### src/sv/rqsi_pkg.sv
package rqsi_pkg;

  localparam int unsigned QueueDepth = 128;
  localparam int unsigned ValueWidth = 32;
  localparam int unsigned IdxWidth   = $clog2(QueueDepth);
  localparam int unsigned CntWidth   = $clog2(QueueDepth + 1);

  typedef enum logic [1:0] {
    CMD_APPEND = 2'd0,
    CMD_SORTED = 2'd1,
    CMD_POP    = 2'd2,
    CMD_REPORT = 2'd3
  } cmd_e;

  typedef enum logic [1:0] {
    ST_DONE  = 2'd0,
    ST_FULL  = 2'd1,
    ST_EMPTY = 2'd2
  } status_e;

  typedef enum logic [1:0] {
    CELL_HOLD,
    CELL_APPEND,
    CELL_SORTED,
    CELL_POP
  } cell_op_e;

  typedef struct packed {
    logic [1:0]  cmd;
    logic [31:0] value;
  } req_t;

  typedef struct packed {
    logic [31:0] head_value;
    logic [7:0]  entry_count;
    logic        is_empty;
    logic [1:0]  status;
  } rsp_t;

  typedef struct packed {
    cell_op_e              op;
    logic [ValueWidth-1:0] value;
    logic [CntWidth-1:0]   count;
  } cell_ctrl_t;

endpackage

### src/sv/rqsi_cell.sv
module rqsi_cell (
  input  logic                           clk_i,
  input  rqsi_pkg::cell_ctrl_t           ctrl_i,
  input  logic [rqsi_pkg::IdxWidth-1:0]  idx_i,
  input  logic [rqsi_pkg::ValueWidth-1:0] left_i,
  input  logic [rqsi_pkg::ValueWidth-1:0] right_i,
  input  logic                           found_i,
  output logic                           found_o,
  output logic [rqsi_pkg::ValueWidth-1:0] val_o
);
  import rqsi_pkg::*;

  logic [ValueWidth-1:0] val_q, val_d;
  logic                  occupied;
  logic                  greater;
  logic                  at_tail;

  assign occupied = CntWidth'(idx_i) < ctrl_i.count;
  assign at_tail  = CntWidth'(idx_i) == ctrl_i.count;
  assign greater  = occupied && (ctrl_i.value < val_q);
  assign found_o  = found_i | greater;
  assign val_o    = val_q;

  always_comb begin
    val_d = val_q;
    case (ctrl_i.op)
      CELL_APPEND: begin
        if (at_tail) val_d = ctrl_i.value;
      end
      CELL_SORTED: begin
        if (found_i) begin
          val_d = left_i;
        end else if (greater || at_tail) begin
          val_d = ctrl_i.value;
        end
      end
      CELL_POP: val_d = right_i;
      default:  val_d = val_q;
    endcase
  end

  always_ff @(posedge clk_i) begin
    val_q <= val_d;
  end

endmodule
### config.mk
export PLATFORM = sky130hd
export DESIGN_NAME = rqsi_cell
export DESIGN_NICKNAME = d
export VERILOG_FILES = /design/src/sv/rqsi_pkg.sv /design/src/sv/rqsi_cell.sv
export SDC_FILE = /design/constraint.sdc
export NUM_CORES = 1
export LEC_CHECK = 0
export ABC_AREA = 1
export BUFFER_PORTS_ARGS = -buffer_cell sky130_fd_sc_hd__clkbuf_2
export CAP_MARGIN = 25
export CORE_MARGIN = 5
export CORE_UTILIZATION = 42
export DETAILED_ROUTE_END_ITERATION = 16
export PLACE_DENSITY = 0.78
export SLEW_MARGIN = 25
export SYNTH_ARGS = -nofsm -noshare
export SYNTH_HDL_FRONTEND = slang
export SYNTH_SLANG_ARGS = --single-unit
### constraint.sdc
create_clock -name clk_i -period 2.2 [get_ports clk_i]
set_clock_uncertainty 0.05 [all_clocks]
set_input_delay 0 -clock clk_i [delete_from_list [all_inputs] [get_ports clk_i]]
set_output_delay 0 -clock clk_i [all_outputs]
set_load 0.05 [all_outputs]
==> run metrics <==
Area Overhead vs Synth=52.62%; share of the synthesized area in the top cell type=between 30% and 40%; Slowest-stage cell, CP=edfxtp_1; top post-synthesis cells by area=edfxtp_1 34%, ha_1 17%, nand2_1 13%, o211ai_1 8.2%, inv_1 6.5%; placed wire-length estimate=7117 µm; worst-margin pin slew=639.1 ps; FMAX=464.8 MHz; std cell rows=30; worst-skew pair later-pin latency=280 ps; Slew Viols, Final=0; reg2reg path depth=11; CTS tree=built; crit path from=val_o[31]; startpoint of the worst hold path=right_i[6]; power per cell area=483.6 nW/µm²; run status=completed; routed length per placed instance=roughly 15 µm; die area=8504 µm²; Max clock buf depth=2; pin count of the biggest net entering global routing=34; Post-synth EDFFs=32; CTS Buf Count=5; worst hold-check path type=in2reg; core area=6681 µm²; Setup crit end kind=register; FF+latch area=960.9 µm²; Synth Instances=377; antenna cells=0; Seq cells post-synth=32; GR Overflow Total=0; worst path cell trace=inv_2, ha_4, a21oi_1, o21a_1, nand4_1, nor2_1, nand2_2, nand3_2, nand2_2, clkinvlp_4, buf_12; Critical Path End=val_o[19]; placed insts=594; Clock H-tree levels=2; most frequent CP cell=nand2_2; max reg flops=32; CTS Sinks=32; die height=92.22 µm; Via density=5.217; hold_ws=~14 ps; Hold Vio Cnt, Final=0; Synth Cell Area=2839 µm²; part of the Yosys area used for sequential elements=33.85%; Worst R2R Setup Slack=just under 50 ps; synthesized area per cell=roughly 7.5 µm²; Critical Path Source Type=register; final RePlAce weighted congestion=0.8366; Final Cycle Share=97.80%; WP data required=between 2000 and 2500 ps; fillers=561; # Max-Cap Violations=0; Worst Path Arrival=around 2100 ps; # port buffers=147; initial antenna violation count=0; worst vdd rail ir drop=0.3338 mV; final WL=9751 µm; RSZ-0062 raised after global routing=yes; crit path time final=2152 ps; Post-Syn Nets=530; initial core utilization=between 40% and 50%; Die Wd=92.22 µm; clk slew on worst S/H paths=70 ps; Yosys cell types=22; Slew HR=between 50% and 60%; nets=715; Setup CP Type=reg2reg; first drt pass iteration count=5; non-filler cells, final=642; count leader, synth=nand2_1; Routed Antenna Nets=0; vias in the first global route=around 3300; I/O pin cnt=around 150; initial drt markers=189; largest area contributor in the netlist=edfxtp_1; worst reg2reg path startpoint=val_o[31]; Post-synth ARST share=0%; Tot GR Track Use=21.96%; yosys synthesis warning count=0; leading register cell type out of synthesis=edfxtp_1; Leak=2.158 nW; Crit Reg-Reg Endpoint=val_o[19]; Final setup violation count=0; synth cell count leaders=95 x nand2_1, 49 x inv_1, 38 x ha_1, 38 x nor2_1, 32 x edfxtp_1; CTS Root Buffer Type=clkbuf_8; first-pass GRT wire length=15090 µm; DRC=0; Critical Path Fanout Max=14; area occupied by multi-input gates=1770 µm²; layout cells sized above 1=36.65%; Worst path max stage delay=about 410 ps; DR vias=3349
==> worst max-delay path, delay by kind of cell (launching register included) <==
family          cells  cell delay (ps)
simple gates        5              430
compound gates      2              360
buf+inv             3              400
fa+ha+maj           1              200
flops               1              410
==> power breakdown <==
part / internal (mW) / leakage [nW] / switching [mW]
sequential: 0.741 / 0.315 / 0.0290
combinational: 0.350 / 1.80 / 0.547
clock: 0.215 / 0.0410 / 0.214
==> routing by layer <==
layer,up-vias,global-route usage (%),wire length [µm]
met5,-,0,0
met4,0,7.673,203
met3,18,3.856,615
met2,143,40.45,4999
met1,1535,25.34,3933
li1,1653,-,-
==> cell usage in the layout, fill, tap and decap left out, drive strengths merged <==
master	netlist	routed
o21a	2	2
nand2	96	96
nand4	4	4
o21ai	37	37
nand3	4	4
nor4	1	1
buf	4	14
o211ai	31	31
clkinvlp	0	1
o221ai	1	1
inv	54	53
clkbuf	11	154
ha	38	38
nor2	40	40
nor3	3	3
edfxtp	32	32
dlygate4sd3	0	31
clkinv	0	1
a21oi	19	19
==> repair_timing <==
action                                  CTS  global route
buffers inserted                          0             8
endpoints found under the hold margin    30             0
resized for setup                         0            25
endpoints found under the setup margin    0            33
hold buffers                             31             0
==> layout make-up <==
class / count / share of cell area [%]
Clock buffer: 6 / 1.675
Clock inverter: 1 / 0.1155
Inverter: 54 / 4.765
Multi-Input combinational cell: 276 / 40.86
Sequential cell: 32 / 22.18
Tap cell: 80 / 2.310
Timing Repair Buffer: 193 / 28.10
==> kinds of logic (layout without fill, tap and decap cells) <==
| logic type | count (synthesis) | in the layout | share of synthesized area (%) |
|---|---|---|---|
| AO/OA/AOI/OAI | 90 | 90 | 18.91 |
| adder cells (fa/ha/maj) | 38 | 38 | 16.75 |
| buffers and inverters | 69 | 254 | 9.299 |
| flip-flops | 32 | 32 | 33.85 |
| AND/OR/NAND/NOR | 148 | 148 | 21.20 |
==> metrics by stage <==
step | instance area, µm² | util, % | setup slack [ps] | TNS (ps) | power, mW
after global placement | 3737 | 55.94 | 67.19 | 0 | 1.534
final | 4333 | 64.85 | 48.50 | 0 | 2.096
after detailed placement | 3737 | 55.94 | 27.72 | 0 | 1.559
after floorplan | 2888 | - | -346.1 | -11070 | 1.277
after global routing | 4333 | 64.85 | -72.76 | -1976 | 2.227
after CTS | 4125 | 61.74 | 2.847 | 0 | 2.033
==> how the worst min path moves through the flow <==
| stage | end | slack [ps] | cells after the start |
|---|---|---|---|
| after floorplan | val_o[0] | 150 | 2 |
| after global placement | val_o[14] | 250 | 3 |
| after detailed placement | val_o[15] | 250 | 3 |
| after CTS | val_o[6] | 2 | 3 |
| after global routing | val_o[28] | 8 | 3 |
| final | val_o[6] | 10 | 3 |
(Power assumes the default switching activity.)
